$ cat config.mk
export PLATFORM = sky130hd
export DESIGN_NAME = move_toward_target_step_unit
export DESIGN_NICKNAME = d
export VERILOG_FILES = /design/src/rtl/mtts_pkg.sv /design/src/rtl/mtts_mul.sv /design/src/rtl/mtts_sqrt.sv /design/src/rtl/mtts_div.sv /design/src/rtl/move_toward_target_step_unit.sv
export SDC_FILE = /design/constraint.sdc
export NUM_CORES = 2
export LEC_CHECK = 0
export BUFFER_PORTS_ARGS = -buffer_cell sky130_fd_sc_hd__buf_2
export CAP_MARGIN = 30
export CORE_UTILIZATION = 45
export CTS_BUF_LIST = sky130_fd_sc_hd__clkbuf_8
export DETAILED_ROUTE_END_ITERATION = 16
export GPL_ROUTABILITY_DRIVEN = 0
export PLACE_DENSITY = 0.72
export SKIP_CTS_REPAIR_TIMING = 1
export SYNTH_ARGS = -nofsm -noshare
export SYNTH_HDL_FRONTEND = slang
export SYNTH_SLANG_ARGS = --single-unit
$ cat constraint.sdc
create_clock -name clk -period 12.35 [get_ports clk]
set_clock_uncertainty 0.15 [all_clocks]
set_input_delay 1.235 -clock clk [delete_from_list [all_inputs] [get_ports clk]]
set_output_delay 1.235 -clock clk [all_outputs]
set_load 0.02 [all_outputs]
$ cat src/rtl/mtts_pkg.sv
// Shared types and constants of the move-toward-target step unit.
`timescale 1ns / 1ps

package mtts_pkg;

  // Fixed field widths of the beat formats and the register file.
  localparam int GOAL_W     = 12;
  localparam int TICKS_W    = 16;
  localparam int SPEED_W    = 24;
  localparam int SPEED_FRAC = 16;
  localparam int LIMIT_W    = 12;
  localparam int CFG_DATA_W = 24;
  localparam int CFG_IDX_W  = 2;

  // Input tdata is goal_x, goal_y and ticks, padded to whole bytes.
  localparam int IN_TD_W = ((2 * GOAL_W + TICKS_W + 7) / 8) * 8;

  // Reset values of the registers.
  localparam logic [SPEED_W-1:0] SPEED_RESET = 24'h01_0000;
  localparam logic [LIMIT_W-1:0] LIMIT_RESET = 12'hFFF;

  // Register indexes on the write port.
  typedef enum logic [CFG_IDX_W-1:0] {
    REG_SPEED   = 2'd0,
    REG_LIMIT_X = 2'd1,
    REG_LIMIT_Y = 2'd2
  } cfg_reg_t;

  // Item kinds carried in tuser.
  localparam logic MODE_SET  = 1'b0;
  localparam logic MODE_TICK = 1'b1;

  // Sequencer states, one-hot.
  typedef enum logic [6:0] {
    ST_IDLE    = 7'b0000001,
    ST_SQ_GO   = 7'b0000010,
    ST_SQ_WAIT = 7'b0000100,
    ST_RT_WAIT = 7'b0001000,
    ST_MV_WAIT = 7'b0010000,
    ST_DV_WAIT = 7'b0100000,
    ST_FIN     = 7'b1000000
  } state_t;

endpackage

$ cat src/rtl/mtts_mul.sv
// Radix-2 shift-and-add multiplier, one multiplier bit per cycle.
`timescale 1ns / 1ps

module mtts_mul #(
  parameter int A_W = 8,
  parameter int B_W = 8
) (
  input  logic               clk,
  input  logic               rst_n,
  input  logic               start,
  input  logic [A_W-1:0]     a,
  input  logic [B_W-1:0]     b,
  output logic               busy,
  output logic [A_W+B_W-1:0] prod
);

  localparam int CNT_W = $clog2(B_W + 1);

  logic [CNT_W-1:0] cnt_r, cnt_nxt;
  logic [A_W-1:0]   a_r, a_nxt;
  logic [A_W-1:0]   hi_r, hi_nxt;
  logic [B_W-1:0]   lo_r, lo_nxt;
  logic [A_W:0]     sum;

  // Add the multiplicand when the bit leaving the low half is set.
  assign sum = {1'b0, hi_r} + (lo_r[0] ? {1'b0, a_r} : '0);

  // The product shifts right; multiplier bits leave at the bottom.
  always_comb begin
    cnt_nxt = cnt_r;
    a_nxt   = a_r;
    hi_nxt  = hi_r;
    lo_nxt  = lo_r;
    if (start) begin
      cnt_nxt = CNT_W'(B_W);
      a_nxt   = a;
      hi_nxt  = '0;
      lo_nxt  = b;
    end else if (cnt_r != '0) begin
      cnt_nxt = cnt_r - 1'b1;
      hi_nxt  = sum[A_W:1];
      lo_nxt  = {sum[0], lo_r[B_W-1:1]};
    end
  end

  always_ff @(posedge clk) begin
    if (!rst_n) begin
      cnt_r <= '0;
    end else begin
      cnt_r <= cnt_nxt;
    end
  end

  always_ff @(posedge clk) begin
    a_r  <= a_nxt;
    hi_r <= hi_nxt;
    lo_r <= lo_nxt;
  end

  assign busy = (cnt_r != '0);
  assign prod = {hi_r, lo_r};

endmodule

$ cat src/rtl/mtts_sqrt.sv
// Restoring square root, one root bit (two radicand bits) per cycle.
`timescale 1ns / 1ps

module mtts_sqrt #(
  parameter int ROOT_W = 8
) (
  input  logic                  clk,
  input  logic                  rst_n,
  input  logic                  start,
  input  logic [2*ROOT_W-1:0]   rad,
  output logic                  busy,
  output logic [ROOT_W-1:0]     root
);

  localparam int RAD_W = 2 * ROOT_W;
  localparam int REM_W = ROOT_W + 2;
  localparam int CNT_W = $clog2(ROOT_W + 1);

  logic [CNT_W-1:0]  cnt_r, cnt_nxt;
  logic [RAD_W-1:0]  rad_r, rad_nxt;
  logic [REM_W-1:0]  rem_r, rem_nxt;
  logic [ROOT_W-1:0] root_r, root_nxt;
  logic [REM_W+1:0]  rem_sh;
  logic [REM_W+1:0]  trial;
  logic [REM_W+1:0]  diff;
  logic              ge;

  // Bring down the next bit pair and try the root with a one appended.
  assign rem_sh = {rem_r, rad_r[RAD_W-1 -: 2]};
  assign trial  = {2'b00, root_r, 2'b01};
  assign diff   = rem_sh - trial;
  assign ge     = (rem_sh >= trial);

  always_comb begin
    cnt_nxt  = cnt_r;
    rad_nxt  = rad_r;
    rem_nxt  = rem_r;
    root_nxt = root_r;
    if (start) begin
      cnt_nxt  = CNT_W'(ROOT_W);
      rad_nxt  = rad;
      rem_nxt  = '0;
      root_nxt = '0;
    end else if (cnt_r != '0) begin
      cnt_nxt  = cnt_r - 1'b1;
      rad_nxt  = {rad_r[RAD_W-3:0], 2'b00};
      rem_nxt  = ge ? diff[REM_W-1:0] : rem_sh[REM_W-1:0];
      root_nxt = {root_r[ROOT_W-2:0], ge};
    end
  end

  always_ff @(posedge clk) begin
    if (!rst_n) begin
      cnt_r <= '0;
    end else begin
      cnt_r <= cnt_nxt;
    end
  end

  always_ff @(posedge clk) begin
    rad_r  <= rad_nxt;
    rem_r  <= rem_nxt;
    root_r <= root_nxt;
  end

  assign busy = (cnt_r != '0);
  assign root = root_r;

endmodule

$ cat src/rtl/mtts_div.sv
// Restoring divider, one quotient bit per cycle; the quotient must fit Q_W bits.
`timescale 1ns / 1ps

module mtts_div #(
  parameter int Q_W = 8,
  parameter int D_W = 8
) (
  input  logic               clk,
  input  logic               rst_n,
  input  logic               start,
  input  logic [Q_W+D_W-1:0] num,
  input  logic [D_W-1:0]     den,
  output logic               busy,
  output logic [Q_W-1:0]     quo
);

  localparam int CNT_W = $clog2(Q_W + 1);

  logic [CNT_W-1:0] cnt_r, cnt_nxt;
  logic [D_W-1:0]   rem_r, rem_nxt;
  logic [D_W-1:0]   den_r, den_nxt;
  logic [Q_W-1:0]   q_r, q_nxt;
  logic [D_W:0]     t;
  logic [D_W:0]     diff;
  logic             ge;

  // The low dividend bits leave the top of q_r as quotient bits enter below.
  assign t    = {rem_r, q_r[Q_W-1]};
  assign diff = t - {1'b0, den_r};
  assign ge   = (t >= {1'b0, den_r});

  always_comb begin
    cnt_nxt = cnt_r;
    rem_nxt = rem_r;
    den_nxt = den_r;
    q_nxt   = q_r;
    if (start) begin
      cnt_nxt = CNT_W'(Q_W);
      rem_nxt = num[Q_W+D_W-1:Q_W];
      den_nxt = den;
      q_nxt   = num[Q_W-1:0];
    end else if (cnt_r != '0) begin
      cnt_nxt = cnt_r - 1'b1;
      rem_nxt = ge ? diff[D_W-1:0] : t[D_W-1:0];
      q_nxt   = {q_r[Q_W-2:0], ge};
    end
  end

  always_ff @(posedge clk) begin
    if (!rst_n) begin
      cnt_r <= '0;
    end else begin
      cnt_r <= cnt_nxt;
    end
  end

  always_ff @(posedge clk) begin
    rem_r <= rem_nxt;
    den_r <= den_nxt;
    q_r   <= q_nxt;
  end

  assign busy = (cnt_r != '0);
  assign quo  = q_r;

endmodule

$ cat src/rtl/move_toward_target_step_unit.sv
// Top level: target store, position update sequencer and result register.
//
//   Channel | Direction | Beat contents
//   in_     | slave     | tuser: mode; tdata: goal_x, goal_y, ticks
//   out_    | master    | tdata: pos_x, pos_y, at_target
//   cfg_    | write     | index 0 speed, 1 limit_x, 2 limit_y
//
// One item is worked on at a time. A set-target beat or a tick already in the target
// pixel goes from idle through the final state into the result register. A tick that
// snaps to the target runs the radix-2 squaring and root passes; a partial move then
// also runs the multiply and divide passes. Reset is synchronous and clears the control
// state. A stalled result holds the sequencer in its final state until it is taken.
`timescale 1ns / 1ps

module move_toward_target_step_unit #(
  parameter int COORD_BITS = 12,
  parameter int FRAC_BITS  = 16
) (
  input  logic                                  clk,
  input  logic                                  rst_n,
  // Input beats
  input  logic                                  in_tvalid,
  output logic                                  in_tready,
  input  logic [mtts_pkg::IN_TD_W-1:0]          in_tdata,  // goal_x, goal_y, ticks
  input  logic                                  in_tuser,  // mode
  // Result beats
  output logic                                  out_tvalid,
  input  logic                                  out_tready,
  output logic [((2*(COORD_BITS+FRAC_BITS)+8)/8)*8-1:0] out_tdata, // pos_x, pos_y, at_target
  // Register writes
  input  logic                                  cfg_we,
  input  logic [mtts_pkg::CFG_IDX_W-1:0]        cfg_index,
  input  logic [mtts_pkg::CFG_DATA_W-1:0]       cfg_wdata
);

  localparam int POS_W    = COORD_BITS + FRAC_BITS;
  localparam int OUT_TD_W = ((2 * POS_W + 8) / 8) * 8;
  localparam int SH_L     = (FRAC_BITS >= mtts_pkg::SPEED_FRAC) ?
                            FRAC_BITS - mtts_pkg::SPEED_FRAC : 0;
  localparam int SH_R     = (FRAC_BITS < mtts_pkg::SPEED_FRAC) ?
                            mtts_pkg::SPEED_FRAC - FRAC_BITS : 0;
  localparam int PROD_S_W = mtts_pkg::SPEED_W + mtts_pkg::TICKS_W;
  localparam int STEP_W   = PROD_S_W + SH_L;

  mtts_pkg::state_t state_r, state_nxt;

  logic [mtts_pkg::SPEED_W-1:0] speed_r;
  logic [COORD_BITS-1:0]        limit_x_r, limit_y_r;
  logic [COORD_BITS-1:0]        aim_x_r, aim_x_nxt, aim_y_r, aim_y_nxt;
  logic [POS_W-1:0]             cur_x_r, cur_x_nxt, cur_y_r, cur_y_nxt;
  logic [POS_W-1:0]             mag_x_r, mag_x_nxt, mag_y_r, mag_y_nxt;
  logic                         dir_x_r, dir_x_nxt, dir_y_r, dir_y_nxt;
  logic [mtts_pkg::TICKS_W-1:0] ticks_r, ticks_nxt;
  logic [STEP_W-1:0]            step_r, step_nxt;
  logic                         out_valid_r, out_valid_nxt;
  logic [POS_W-1:0]             out_x_r, out_x_nxt, out_y_r, out_y_nxt;
  logic                         out_at_r, out_at_nxt;

  logic                         in_acc;
  logic                         out_acc;
  logic                         in_target;
  logic [COORD_BITS-1:0]        goal_x, goal_y;
  logic [POS_W-1:0]             ax, ay;
  logic [POS_W-1:0]             top_x, top_y;
  logic [STEP_W-1:0]            step_val;
  logic [2*POS_W+1:0]           sq_sum;
  logic [POS_W:0]               nx_raw, ny_raw;

  // Unit handshakes
  logic                         lane_start, step_start, sqrt_start, div_start;
  logic                         mul_x_busy, mul_y_busy, mul_s_busy;
  logic                         sqrt_busy, div_x_busy, div_y_busy;
  logic [POS_W:0]               lane_b_x, lane_b_y;
  logic [2*POS_W:0]             prod_x, prod_y;
  logic [PROD_S_W-1:0]          prod_s;
  logic [POS_W:0]               dist_root;
  logic [POS_W-1:0]             quo_x, quo_y;

  assign in_acc  = in_tvalid && in_tready;
  assign out_acc = out_tvalid && out_tready;

  // Goals arrive as 12-bit pixels and are fitted to the coordinate width.
  assign goal_x = COORD_BITS'(in_tdata[mtts_pkg::GOAL_W-1:0]);
  assign goal_y = COORD_BITS'(in_tdata[2*mtts_pkg::GOAL_W-1:mtts_pkg::GOAL_W]);

  // Target and screen edge in position format.
  assign ax    = {aim_x_r, {FRAC_BITS{1'b0}}};
  assign ay    = {aim_y_r, {FRAC_BITS{1'b0}}};
  assign top_x = {limit_x_r, {FRAC_BITS{1'b0}}};
  assign top_y = {limit_y_r, {FRAC_BITS{1'b0}}};

  assign in_target = (cur_x_r[POS_W-1:FRAC_BITS] == aim_x_r) &&
                     (cur_y_r[POS_W-1:FRAC_BITS] == aim_y_r);

  // Step length rescaled from the speed format to the position format.
  assign step_val = (STEP_W'(prod_s) << SH_L) >> SH_R;

  // Squared distance, one bit wider than either square.
  assign sq_sum = (2*POS_W+2)'(prod_x) + (2*POS_W+2)'(prod_y);

  // Lane multipliers square the magnitudes first, then scale them by the step.
  assign lane_b_x = (state_r == mtts_pkg::ST_SQ_GO) ? {1'b0, mag_x_r} : step_r[POS_W:0];
  assign lane_b_y = (state_r == mtts_pkg::ST_SQ_GO) ? {1'b0, mag_y_r} : step_r[POS_W:0];

  // Partial move toward the target along each axis.
  assign nx_raw = dir_x_r ? {1'b0, cur_x_r} + {1'b0, quo_x} : {1'b0, cur_x_r} - {1'b0, quo_x};
  assign ny_raw = dir_y_r ? {1'b0, cur_y_r} + {1'b0, quo_y} : {1'b0, cur_y_r} - {1'b0, quo_y};

  // Sequencer
  always_comb begin
    state_nxt     = state_r;
    aim_x_nxt     = aim_x_r;
    aim_y_nxt     = aim_y_r;
    cur_x_nxt     = cur_x_r;
    cur_y_nxt     = cur_y_r;
    mag_x_nxt     = mag_x_r;
    mag_y_nxt     = mag_y_r;
    dir_x_nxt     = dir_x_r;
    dir_y_nxt     = dir_y_r;
    ticks_nxt     = ticks_r;
    step_nxt      = step_r;
    out_x_nxt     = out_x_r;
    out_y_nxt     = out_y_r;
    out_at_nxt    = out_at_r;
    out_valid_nxt = out_acc ? 1'b0 : out_valid_r;
    lane_start    = 1'b0;
    step_start    = 1'b0;
    sqrt_start    = 1'b0;
    div_start     = 1'b0;
    unique case (state_r)
      mtts_pkg::ST_IDLE: begin
        if (in_acc) begin
          if (in_tuser == mtts_pkg::MODE_SET) begin
            aim_x_nxt = (goal_x > limit_x_r) ? limit_x_r : goal_x;
            aim_y_nxt = (goal_y > limit_y_r) ? limit_y_r : goal_y;
            state_nxt = mtts_pkg::ST_FIN;
          end else begin
            ticks_nxt = in_tdata[2*mtts_pkg::GOAL_W +: mtts_pkg::TICKS_W];
            dir_x_nxt = (ax >= cur_x_r);
            dir_y_nxt = (ay >= cur_y_r);
            mag_x_nxt = (ax >= cur_x_r) ? ax - cur_x_r : cur_x_r - ax;
            mag_y_nxt = (ay >= cur_y_r) ? ay - cur_y_r : cur_y_r - ay;
            state_nxt = in_target ? mtts_pkg::ST_FIN : mtts_pkg::ST_SQ_GO;
          end
        end
      end
      mtts_pkg::ST_SQ_GO: begin
        lane_start = 1'b1;
        step_start = 1'b1;
        state_nxt  = mtts_pkg::ST_SQ_WAIT;
      end
      mtts_pkg::ST_SQ_WAIT: begin
        if (!(mul_x_busy || mul_y_busy || mul_s_busy)) begin
          sqrt_start = 1'b1;
          step_nxt   = step_val;
          state_nxt  = mtts_pkg::ST_RT_WAIT;
        end
      end
      mtts_pkg::ST_RT_WAIT: begin
        if (!sqrt_busy) begin
          if (step_r >= STEP_W'(dist_root)) begin
            // The step reaches the target: snap onto it.
            cur_x_nxt = ax;
            cur_y_nxt = ay;
            state_nxt = mtts_pkg::ST_FIN;
          end else begin
            lane_start = 1'b1;
            state_nxt  = mtts_pkg::ST_MV_WAIT;
          end
        end
      end
      mtts_pkg::ST_MV_WAIT: begin
        if (!(mul_x_busy || mul_y_busy)) begin
          div_start = 1'b1;
          state_nxt = mtts_pkg::ST_DV_WAIT;
        end
      end
      mtts_pkg::ST_DV_WAIT: begin
        if (!(div_x_busy || div_y_busy)) begin
          cur_x_nxt = (nx_raw > {1'b0, top_x}) ? top_x : nx_raw[POS_W-1:0];
          cur_y_nxt = (ny_raw > {1'b0, top_y}) ? top_y : ny_raw[POS_W-1:0];
          state_nxt = mtts_pkg::ST_FIN;
        end
      end
      mtts_pkg::ST_FIN: begin
        if (!out_valid_r || out_tready) begin
          out_x_nxt     = cur_x_r;
          out_y_nxt     = cur_y_r;
          out_at_nxt    = in_target;
          out_valid_nxt = 1'b1;
          state_nxt     = mtts_pkg::ST_IDLE;
        end
      end
      default: begin
        state_nxt = mtts_pkg::ST_IDLE;
      end
    endcase
  end

  // Control and architectural state
  always_ff @(posedge clk) begin
    if (!rst_n) begin
      state_r     <= mtts_pkg::ST_IDLE;
      out_valid_r <= 1'b0;
      aim_x_r     <= '0;
      aim_y_r     <= '0;
      cur_x_r     <= '0;
      cur_y_r     <= '0;
    end else begin
      state_r     <= state_nxt;
      out_valid_r <= out_valid_nxt;
      aim_x_r     <= aim_x_nxt;
      aim_y_r     <= aim_y_nxt;
      cur_x_r     <= cur_x_nxt;
      cur_y_r     <= cur_y_nxt;
    end
  end

  // Register writes; limits keep the low 12 bits fitted to the coordinate width.
  always_ff @(posedge clk) begin
    if (!rst_n) begin
      speed_r   <= mtts_pkg::SPEED_RESET;
      limit_x_r <= COORD_BITS'(mtts_pkg::LIMIT_RESET);
      limit_y_r <= COORD_BITS'(mtts_pkg::LIMIT_RESET);
    end else if (cfg_we) begin
      unique case (cfg_index)
        mtts_pkg::REG_SPEED:   speed_r   <= cfg_wdata[mtts_pkg::SPEED_W-1:0];
        mtts_pkg::REG_LIMIT_X: limit_x_r <= COORD_BITS'(cfg_wdata[mtts_pkg::LIMIT_W-1:0]);
        mtts_pkg::REG_LIMIT_Y: limit_y_r <= COORD_BITS'(cfg_wdata[mtts_pkg::LIMIT_W-1:0]);
        default: begin
        end
      endcase
    end
  end

  // Working and result payload
  always_ff @(posedge clk) begin
    mag_x_r  <= mag_x_nxt;
    mag_y_r  <= mag_y_nxt;
    dir_x_r  <= dir_x_nxt;
    dir_y_r  <= dir_y_nxt;
    ticks_r  <= ticks_nxt;
    step_r   <= step_nxt;
    out_x_r  <= out_x_nxt;
    out_y_r  <= out_y_nxt;
    out_at_r <= out_at_nxt;
  end

  // Arithmetic units
  mtts_mul #(.A_W(POS_W), .B_W(POS_W + 1)) u_mul_x (
    .clk(clk), .rst_n(rst_n), .start(lane_start),
    .a(mag_x_r), .b(lane_b_x), .busy(mul_x_busy), .prod(prod_x)
  );

  mtts_mul #(.A_W(POS_W), .B_W(POS_W + 1)) u_mul_y (
    .clk(clk), .rst_n(rst_n), .start(lane_start),
    .a(mag_y_r), .b(lane_b_y), .busy(mul_y_busy), .prod(prod_y)
  );

  mtts_mul #(.A_W(mtts_pkg::SPEED_W), .B_W(mtts_pkg::TICKS_W)) u_mul_step (
    .clk(clk), .rst_n(rst_n), .start(step_start),
    .a(speed_r), .b(ticks_r), .busy(mul_s_busy), .prod(prod_s)
  );

  mtts_sqrt #(.ROOT_W(POS_W + 1)) u_sqrt (
    .clk(clk), .rst_n(rst_n), .start(sqrt_start),
    .rad(sq_sum), .busy(sqrt_busy), .root(dist_root)
  );

  mtts_div #(.Q_W(POS_W), .D_W(POS_W + 1)) u_div_x (
    .clk(clk), .rst_n(rst_n), .start(div_start),
    .num(prod_x), .den(dist_root), .busy(div_x_busy), .quo(quo_x)
  );

  mtts_div #(.Q_W(POS_W), .D_W(POS_W + 1)) u_div_y (
    .clk(clk), .rst_n(rst_n), .start(div_start),
    .num(prod_y), .den(dist_root), .busy(div_y_busy), .quo(quo_y)
  );

  // Ports
  assign in_tready  = (state_r == mtts_pkg::ST_IDLE);
  assign out_tvalid = out_valid_r;
  assign out_tdata  = OUT_TD_W'({out_at_r, out_y_r, out_x_r});

  // The two axis lanes always run in step.
  a_lanes_lockstep: assert property (@(posedge clk) disable iff (!rst_n)
    (mul_x_busy == mul_y_busy) && (div_x_busy == div_y_busy))
    else $error("axis lanes out of step");

  // An axis never moves further than its distance to the target.
  a_move_bounded: assert property (@(posedge clk) disable iff (!rst_n)
    (state_r == mtts_pkg::ST_DV_WAIT && !div_x_busy && !div_y_busy) |->
    (quo_x <= mag_x_r) && (quo_y <= mag_y_r))
    else $error("axis move exceeds distance to target");

  // A stored target lies within the limits that were set when it was taken.
  a_aim_clamped: assert property (@(posedge clk) disable iff (!rst_n)
    (in_acc && in_tuser == mtts_pkg::MODE_SET) |=>
    (aim_x_r <= limit_x_r) && (aim_y_r <= limit_y_r))
    else $error("target stored beyond limit");

  // An accepted beat leads either to the result stage or into the squaring pass.
  a_accept_path: assert property (@(posedge clk) disable iff (!rst_n)
    in_acc |=> (state_r == mtts_pkg::ST_FIN) || (state_r == mtts_pkg::ST_SQ_GO))
    else $error("unexpected state after accepted beat");

endmodule

==> run summary <==
Status -> finished, violations left
Violated checks -> DRC
Floorplan die width -> 341 um
Power Density -> 271 nW/um2
Largest net degree at the start of global routing -> 115
Clock period minus worst slack -> 7.41 ns
Floorplan core area -> 114000 um2
Post-route standard cell area excluding fillers -> 56800 um2
Most frequent cells in the layout -> nand2_1, edfxtp_1, a21oi_1, ha_1, nor2_1
Worst-case hold slack -> 0.278 ns
Standard-cell rows -> 124
Kind of start point of the critical path -> flop
Fmax achieved -> 0.135 GHz
Buffer levels on the longest clock path -> 3
Transition time of the tightest slew-check pin -> 1.03 ns
Number of slew-limit violations in the final report -> 0
Leakage component of the power -> 24.1 nW
Crit path top cell by count -> o21ai_0
Initial Utilization -> 45.3%
Worst min path class -> flop to flop
Number of flops mapped to enable cells by yosys -> 526
Setup TNS -> 0 ns
Count of H-tree levels built during CTS -> 4
Library cell used as clock root buffer -> clkbuf_8
Die extent in y -> 341 um
CP Capture Type -> flop
Count of final setup violators -> 0
Unique masters post-synth -> 96
Post-synthesis simple-gate area fraction -> 16.5%
Count of clock tree sinks -> 832
Number of DRC violations after detailed-routing iteration 0 -> 4267
Area taken by flip-flops and latches -> 21900 um2
Delay-heaviest family, CP -> simple AND/OR/NAND/NOR gates
Clock slew at the register clock pins of the worst setup and hold paths -> 0.06 ns
Wire length of the first global-routing pass -> 228 mm
Post-synth ARST share -> 0%
Final worst path period share -> 60.0%
Mean instance size in the synthesized netlist -> 9.24 um2
Insertion delay to the later sink of the worst-skew pair -> 0.85 ns
Cell area reported after detailed placement -> 53900 um2
Required time at the endpoint of the critical path -> 12.94 ns
Fill cell total of the finished layout -> 10500
Avg WL per Cell -> 20.5 um
Yosys warning count -> 0
Most used flip-flop cell after synthesis -> edfxtp_1
Number of buffer and inverter stages on the critical path -> 1
Worst max-slew margin expressed relative to the limit -> 31.0%
Max-cap violations -> 0
Vias per Instance -> 5.85
HPWL after detailed placement -> 113 mm
Combined area of the multi-input logic cells -> 28000 um2
Area growth from synthesis to layout -> 9.62%
Slowest library cell on the worst path -> nor4_1
All-layer global routing usage -> 25.1%
Synthesized flop and latch total -> 832
Cell count along the critical path -> 27
Total DRC errors in the routed layout -> 1
Area enclosed by the die boundary -> 116000 um2
Largest stage delay, worst path -> 0.64 ns
Compound-gate portion of the synthesized area -> 19.0%
Cell types with the largest area share after synthesis -> edfxtp_1, dfxtp_1, ha_1, nand2_1, a21oi_1
Post-detailed-route count of antenna-violating nets -> 0
Sum of routed wire length over all layers -> 150 mm
Peak supply drop -> 0.142 mV
TritonCTS clock tree -> built
XOR/XNOR Fraction of Synth Area -> 5.58%
Part of the Yosys area used for sequential elements -> 42.3%
Worst endpoint data arrival time -> 7.99 ns
Share of Yosys cell area claimed by the top area cell type -> 30.5%
Post-Synth Adder-Cell Area -> 10.7%
Hold path cells -> 0
Total via count after detailed routing -> 42800
I/O Pins -> 138
Combinational family with the most area after synthesis -> compound AO/OA/AOI/OAI gates
Via count of the first global-routing pass -> 39900
Number of antenna violations at the first check in global routing -> 2
Fraction of layout cells with a size suffix above 1 -> 7.97%
Setup repair after global routing missed its margin -> false
Number of CTS-inserted buffers -> 141
Hold Fails Final Rpt -> 0
Nets -> 6197
Leading area contributor after synthesis -> edfxtp_1
Leading cell type in the layout, fill and taps excluded -> nand2_1
First-pass detailed-route iteration total -> 12
Number of cell instances on the worst register-to-register path -> 27
Share of synthesized area spent on multiplexers -> 2.15%
Number of standard cells after synthesis -> 5603
Crit-path max FO -> 16
Overflow left after global routing -> 0
Cell area after synthesis -> 51800 um2
Startpoint-to-endpoint class of the critical path -> flop to flop
Quantity of I/O buffers inserted on ports -> 130
state kept, by name, indices dropped and copies added, names as in the netlist, 28 cells and up:
name / cells
u_sqrt.rad_r: 58
step_r: 40
u_sqrt.rem_r: 31
u_div_x.den_r: 29
u_div_x.rem_r: 29
u_div_y.rem_r: 29
u_mul_x.lo_r: 29
u_mul_y.lo_r: 29
u_sqrt.root: 29
cur_x_r: 28
cur_y_r: 28
mag_x_r: 28
mag_y_r: 28
out_x_r: 28
out_y_r: 28
u_div_x.quo: 28
u_div_y.quo: 28
u_mul_x.a_r: 28
u_mul_x.hi_r: 28
u_mul_y.a_r: 28
u_mul_y.hi_r: 28
area by class of cell:
cell class | count | share of cell area, %
repair buffers | 179 | 1.91
diodes | 1 | 0.00441
multi-input cells | 4278 | 49.3
inverters | 257 | 1.72
clock buffers | 159 | 3.86
flip-flops and latches | 832 | 38.6
well taps | 1512 | 3.33
clock inverters | 101 | 1.21
worst paths after layout:
path                                startpoint                  to  slack, ns
worst max-delay path            u_div_x.quo[7]         cur_x_r[27]       4.94
worst min-delay path               speed_r[11]  u_mul_step.a_r[11]       0.28
worst max register to register  u_div_x.quo[7]         cur_x_r[27]       4.94
worst min register to register     speed_r[11]  u_mul_step.a_r[11]       0.28
synth_stat cells (33+ instances only):
| cell | n |
|---|---|
| nor3_1 | 117 |
| clkbuf_1 | 197 |
| nand2b_1 | 42 |
| o21ai_0 | 340 |
| and3_1 | 33 |
| o211ai_1 | 60 |
| nor2_1 | 413 |
| o21bai_1 | 34 |
| a21boi_0 | 61 |
| a211oi_1 | 64 |
| xnor2_1 | 176 |
| xor2_1 | 154 |
| a31oi_1 | 47 |
| o21a_1 | 48 |
| nand3_1 | 102 |
| and2_1 | 108 |
| dfxtp_1 | 306 |
| mux2i_1 | 102 |
| inv_1 | 255 |
| ha_1 | 426 |
| nor2b_1 | 72 |
| a21o_1 | 173 |
| edfxtp_1 | 526 |
| nand2_1 | 762 |
| nand4_1 | 62 |
| a21oi_1 | 499 |
where the power goes:
group	internal, W	switching (W)
Clock	0.00131	0.00123
Combinational	0.00315	0.00462
Sequential	0.00414	0.000899
Total	0.00861	0.00675
stage by stage:
| step | util (%) | worst slack [ns] | instances | total power (W) |
|---|---|---|---|---|
| 2_1_floorplan | - | 6.16 | 5609 | 0.0107 |
| 4_1_cts | 49.7 | 5.08 | 7317 | 0.0152 |
| 5_1_grt | 49.7 | 4.43 | 7319 | 0.0164 |
| 6_report | 49.7 | 4.94 | 7319 | 0.0154 |
| 3_3_place_gp | 47.1 | 5.25 | 7054 | 0.0124 |
| 3_5_place_dp | 47.2 | 5.09 | 7057 | 0.0126 |
cells by family (layout without fill, tap and decap cells):
group	Yosys count	after routing
mux	110	110
buf+inv	499	696
compound gates	1545	1545
simple gates	1850	1850
fa+ha+maj	436	436
flops	832	832
xor+xnor	330	330
other cells	1	8
metal layers:
layer | up-vias | part of all wire, % | track usage, %
met5 | - | 0.0087 | 0
met4 | 2 | 5.5 | 13.6
met3 | 340 | 7.2 | 3.44
met2 | 1794 | 45 | 39.9
met1 | 20300 | 42 | 33.0
li1 | 20500 | - | -
(Power assumes the default switching activity.)
